<file path="config.mk">
export PLATFORM = sky130hd
export DESIGN_NAME = arsp_front
export DESIGN_NICKNAME = d
export VERILOG_FILES = /design/src/sv/arsp_pkg.sv /design/src/sv/arsp_front.sv
export SDC_FILE = /design/constraint.sdc
export NUM_CORES = 1
export LEC_CHECK = 0
export BUFFER_PORTS_ARGS = -buffer_cell sky130_fd_sc_hd__buf_2
export CORE_MARGIN = 5
export CORE_UTILIZATION = 53
export DETAILED_ROUTE_END_ITERATION = 10
export GPL_TIMING_DRIVEN = 0
export PLACE_DENSITY = 0.84
export RECOVER_POWER = 25
export SYNTH_ARGS = -nofsm -noshare
export SYNTH_HDL_FRONTEND = slang
export SYNTH_SLANG_ARGS = --single-unit
export TNS_END_PERCENT = 5
</file>
<file path="constraint.sdc">
create_clock -name clk -period 3.35 [get_ports clk]
set_input_delay 0.67 -clock clk [delete_from_list [all_inputs] [get_ports clk]]
set_output_delay 0.67 -clock clk [all_outputs]
set_load 0.01 [all_outputs]
</file>
<file path="src/sv/arsp_pkg.sv">
`timescale 1ns / 1ps
`default_nettype none
// ----------------------------------------------------------------------------
// arsp_pkg
// Types and constants shared by the activity record stream parser.
// ----------------------------------------------------------------------------
package arsp_pkg;

  typedef struct packed {
    logic [7:0] data_byte;
    logic       last_byte;
  } arsp_in_t;

  typedef struct packed {
    logic [2:0]  event_kind;
    logic [1:0]  detail_code;
    logic [7:0]  activity;
    logic [31:0] latitude;
    logic [31:0] longitude;
    logic [15:0] speed;
    logic [31:0] timestamp;
    logic [7:0]  hr_bpm;
    logic [7:0]  record_tag;
  } arsp_out_t;

  // queue head as seen by the back end
  typedef struct packed {
    logic     valid;
    arsp_in_t item;
  } arsp_qhead_t;

  typedef enum logic [4:0] {
    PH_HDR, PH_VER, PH_WATCH, PH_TS1, PH_FILL, PH_TS2, PH_PAD, PH_COUNT,
    PH_DTAG, PH_DLEN, PH_REC, PH_SEG, PH_GPS, PH_HR, PH_LAP, PH_SKIP, PH_IDLE
  } arsp_phase_t;

  localparam logic [2:0] EV_START = 3'd0;
  localparam logic [2:0] EV_END   = 3'd1;
  localparam logic [2:0] EV_GPS   = 3'd2;
  localparam logic [2:0] EV_HR    = 3'd3;
  localparam logic [2:0] EV_WARN  = 3'd4;
  localparam logic [2:0] EV_FATAL = 3'd5;

  localparam logic [1:0] WARN_TS_MISMATCH = 2'd0;
  localparam logic [1:0] WARN_BAD_IND     = 2'd1;
  localparam logic [1:0] WARN_HR_NO_GPS   = 2'd2;
  localparam logic [1:0] WARN_UNKNOWN_TAG = 2'd3;
  localparam logic [1:0] FATAL_BAD_TAG    = 2'd0;
  localparam logic [1:0] FATAL_BAD_VER    = 2'd1;
  localparam logic [1:0] FATAL_GPS_NO_SEG = 2'd2;
  localparam logic [1:0] FATAL_TRUNC      = 2'd3;

  localparam logic [7:0] TAG_HEADER  = 8'h20;
  localparam logic [7:0] TAG_SEGMENT = 8'h21;
  localparam logic [7:0] TAG_GPS     = 8'h22;
  localparam logic [7:0] TAG_HR      = 8'h25;
  localparam logic [7:0] TAG_LAP     = 8'h2f;
  localparam logic [7:0] FILL_ZERO   = 8'h00;
  localparam logic [7:0] FILL_DASH   = 8'h2d;

  localparam logic [7:0] IND_NONE  = 8'd0;
  localparam logic [7:0] IND_START = 8'd1;
  localparam logic [7:0] IND_END   = 8'd2;
  localparam logic [7:0] IND_WORK  = 8'd3;

  localparam logic [31:0] NO_FIX_STAMP    = 32'hffffffff;
  localparam logic [7:0]  VERSION_DEFAULT = 8'd7;

endpackage
`default_nettype wire

</file>
<file path="src/sv/arsp_front.sv">
`timescale 1ns / 1ps
`default_nettype none
// ----------------------------------------------------------------------------
// arsp_front
// Input side: takes stream bytes into a two-entry queue for the back end.
// ----------------------------------------------------------------------------
module arsp_front
  import arsp_pkg::*;
(
  input  wire logic        clk,
  input  wire logic        rst_n,
  input  wire logic        in_valid,
  input  wire arsp_in_t    in_data,
  output logic             in_stall,
  output arsp_qhead_t      head,
  input  wire logic        pop
);

  arsp_in_t   q_r [2];
  logic       wp_r, wp_nxt;
  logic       rp_r, rp_nxt;
  logic [1:0] cnt_r, cnt_nxt;
  logic       push;

  assign in_stall   = (cnt_r == 2'd2);
  assign push       = in_valid && !in_stall;
  assign head.valid = (cnt_r != 2'd0);
  assign head.item  = q_r[rp_r];

  always_comb begin
    wp_nxt  = push ? ~wp_r : wp_r;
    rp_nxt  = pop ? ~rp_r : rp_r;
    cnt_nxt = cnt_r + {1'b0, push} - {1'b0, pop};
  end

  always_ff @(posedge clk) begin
    if (!rst_n) begin
      wp_r  <= 1'b0;
      rp_r  <= 1'b0;
      cnt_r <= 2'd0;
    end else begin
      wp_r  <= wp_nxt;
      rp_r  <= rp_nxt;
      cnt_r <= cnt_nxt;
    end
  end

  always_ff @(posedge clk) begin
    if (push) begin
      q_r[wp_r] <= in_data;
    end
  end

endmodule
`default_nettype wire

</file>
Word-level counts from Yosys, hierarchy flattened. Memory sizes are Yosys's and may differ from the RTL's. A register that Yosys moved wholly into a read port is not among the register bits. Cells that the tools add are included.

Add/subtract/negate cells: 2. $mul: 0. Div/mod/pow operators: 0. Order comparisons: 0. Equal/unequal tests: 1. Shifts and indexed selects: 0. Multiplexer cells: 4. Bitwise logic cells: 2. Reduce and logical (&&, ||, !) cells: 3.

Operator list (count): $mux 1 (4); $add 2x1->2 (1); $eq 2x2->1 const B (1); $not 1->1 (2); $reduce_bool 2->1 (1); $sub 2x1->2 (1); $logic_and 1x1->1 (1); $logic_not 1->1 (1).

Flip-flop bits (word level): 4. Latch bits: 0. Bits in writable memories: 18. ROM bits: 0. Bits of input ports: 13. Memories kept: 1.

Memory list: q_r (depth 2, width 9, rd ports 1, clocked after memory_dff 1, write ports 1, RTL line arsp_front.sv:19) `arsp_in_t q_r [2];`.

Longest topological paths before layout.
Word-level depth: 5. Depth in mapped cells: 8. Depth with buffers taken out: 8.

Worst setup path before layout. No wires, ideal clock.

Path type: input-to-reg. Start point: input port in_valid. End point: register cnt_r[1]. Setup time: 0.115 ns. Arrival time: 1.538 ns. Required time: 3.235 ns. Slack: 1.697 ns. Stages on the path: 7. Path buffers: 0. Cells stage by stage: nand2_1 -> ha_1 -> inv_1 -> ha_1 -> xor2_1 -> xnor2_1 -> nor2_1.

Word-level cells in the longest chain between the ends: 3.

RTL lines: start, declared (RTL line arsp_front.sv:12) `input wire logic in_valid,`; $logic_and 1x1->1 (RTL line arsp_front.sv:26) `assign push = in_valid && !in_stall;`; $add 2x1->2 (RTL line arsp_front.sv:33) `cnt_nxt = cnt_r + {1'b0, push} - {1'b0, pop};`; $sub 2x1->2 (RTL line arsp_front.sv:33); end signal, assigned (RTL line arsp_front.sv:44) `cnt_r <= cnt_nxt;`; end, declared (RTL line arsp_front.sv:22) `logic [1:0] cnt_r, cnt_nxt;`.

Every way passes these cells. A chain may end at the register's enable or synchronous reset.

==> metrics.md <==
| Metric | Value |
|---|---|
| Detailed Routing Iterations Pass 1 | `2` |
| Mean Syn Cell Area | `16.5 um^2` |
| Longest Clk Path Bufs | `2` |
| Max Clk Rate | `0.498 GHz` |
| Worst setup EP type | `output port` |
| Seq cells post-synth | `23` |
| H-Tree Depth | `1` |
| Most used cell, CP | `buf_2` |
| Status | `finished, final reports clean` |
| Nets | `96` |
| Worst path max stage delay | `0.36 ns` |
| Initial antenna violation count | `0` |
| Top Layer Used | `met3` |
| IO Port Bufs | `23` |
| Cell Pwr Density | `631 nW/um^2` |
| Max-slew headroom | `0.498` |
| Met1 WL | `547 um` |
| CTS clk-pin slew, worst paths | `0.12 ns` |
| Die span in y | `50.6 um` |
| Commonest non-fill, non-tap cells in the layout | `23 x buf_2, 18 x edfxtp_1, 9 x mux2_2` |
| Seq/Total Area, Yosys | `0.734` |
| Setup TNS | `0 ns` |
| Row count | `14` |
| Synthesized instance count | `53` |
| Area growth syn-to-layout | `18.3%` |
| Critical-path cell list | `buf_2, mux2_2, buf_2` |
| Worst skew pair latency | `0.29 ns` |
| Via count | `485` |
| Post-CTS Hold Fix Bufs | `0` |
| DRC | `0` |
| IO Pins | `24` |
| Syn Std Cell Area | `873 um^2` |
| Chip width | `50.6 um` |
| Postcts setup bufs | `0` |
| Hold WC Path Type | `flop to flop` |
| Initial Util | `0.567` |
| Fillers | `115` |
| Tmin final | `2.01 ns` |
| Post-route ant nets | `0` |
| Slew @ Worst Pin | `0.750 ns` |
| Peak supply drop | `367 uV` |
| CTS Buf Count | `3` |
| Largest net degree at the start of global routing | `13` |
| WS Path Type | `flop to output port` |
| Final Cycle Share | `0.599` |
| Vias/cell | `5.05` |
| First-pass GRT wire length | `2230 um` |
| DP HPWL | `1040 um` |
| Post-CTS Resized | `0` |
| Clk root buf | `clkbuf_4` |
| Routed len/inst | `14.1 um` |
| Cell taking the most area after synthesis | `edfxtp_1` |
| Final Skew | `0.00475 ns` |
| Placer Congestion | `0.640` |
| Layout cell share with drive strength beyond 1 | `0.450` |
| CTS tree | `built` |
| DRT Wirelength | `1360 um` |
| Warnings from Yosys | `0` |
| Synth unique cells | `15` |
| Final slew viol count | `0` |
| P_leak | `0.435 nW` |
| GRT Util Overall | `0.117` |
| Crit-path max FO | `9` |
| Core outline area | `1540 um^2` |
| RSZ-0062 raised after global routing | `no` |
| WL met2 | `706 um` |
| Most common cell after layout, fill and taps aside | `buf_2` |
| Worst path required time | `2.68 ns` |
| Hold WS | `0.514 ns` |
| Vias in the first global route | `513` |
| Initial DRC Count | `7` |
| Ant diodes | `0` |
| Gr ovfl total | `0` |
| Post-synthesis net count | `68` |
| TritonCTS Sinks | `23` |
| Routed wl met3 | `104 um` |
| Synth top area share | `0.619` |
| Final setup viols | `0` |
| Critical-path top delay cell | `mux2_2` |
| Hold Vio Cnt, Final | `0` |
| Area contributors post-synth | `edfxtp_1 62%, mux2_2 12%, dfxtp_1 11%` |
| WP data arrival | `1.34 ns` |
| Crit path launch type | `flop` |
| Max Cap Viol | `0` |
| Full die area | `2560 um^2` |
==> through the flow <==
stage          utilization  instance area, um^2  setup WS (ns)  total power [mW]  cells
2_1_floorplan            -                  873           1.70             0.484     53
3_3_place_gp         0.654                 1010           1.52             0.534     92
3_5_place_dp         0.654                 1010           1.49             0.543     92
4_1_cts              0.671                 1030           1.32             0.662     96
5_1_grt              0.670                 1030           1.27             0.697     96
6_report             0.670                 1030           1.34             0.653     96
==> state kept, by name, summed over array words and instances (netlist names), named ones only <==
signal and count:
wp_r 1, cnt_r 2, rp_r 1, q_r 18
==> cells in the mapped netlist <==
master and instances:
buf_2 1, nand2_1 2, edfxtp_1 18, mux2_2 9, and3_1 1, or2_2 1
inv_1 3, ha_1 2, xor2_1 1, dfxtp_1 5, and2_1 1, xnor2_1 2
nand2b_1 2, mux2i_1 1, nor2_1 4
==> power by group <==
| part | switching, mW | internal [mW] | total [mW] | leakage [nW] |
|---|---|---|---|---|
| registers | 0.0174 | 0.360 | 0.377 | 0.209 |
| clock network | 0.0732 | 0.0463 | 0.120 | 0.0150 |
| logic | 0.0817 | 0.0741 | 0.156 | 0.211 |
==> routing by layer <==
metal / GRT usage / vias to the layer above
met5: 0 / -
met2: 0.205 / 14
li1: - / 242
met1: 0.125 / 229
met3: 0.0503 / 0
met4: 0.0383 / 0
==> cell type report <==
type                            count  area, um^2  share of cell area
Multi-Input combinational cell     26         216               0.209
Tap cell                           16        20.0              0.0194
Sequential cell                    23         641               0.620
Clock buffer                        4        26.3              0.0254
Inverter                            3        11.3              0.0109
Timing Repair Buffer               23         114               0.110
Buffer                              1        5.00             0.00484
==> path summary, 6_finish.rpt <==
path                                          start             endpoint  slack [ns]  cells past startpoint
worst max-delay path                           flop              head[5]        1.34                      3
worst min-delay path              wp_r$_SDFFE_PN0P_    wp_r$_SDFFE_PN0P_        0.51                      2
worst max register to register  cnt_r[0]$_SDFF_PN0_  q_r[0][4]$_DFFE_PP_        1.75                      3
worst min register to register    wp_r$_SDFFE_PN0P_    wp_r$_SDFFE_PN0P_        0.51                      2
==> worst max-delay path, delay by kind of cell, from the launching register on <==
kind | cells | cell delay [ns]
buffers and inverters | 2 | 0.37
DFF | 1 | 0.32
muxes | 1 | 0.36
==> cells by family (layout without fill, tap and decap cells) <==
| logic type | Yosys count | after routing | share of synthesized area |
|---|---|---|---|
| fa+ha+maj | 2 | 2 | 0.0286 |
| xor+xnor | 3 | 3 | 0.0301 |
| mux | 10 | 10 | 0.128 |
| flops | 23 | 23 | 0.734 |
| buf+inv | 4 | 31 | 0.0186 |
| simple gates | 11 | 11 | 0.0616 |
(Power assumes the default switching activity.)
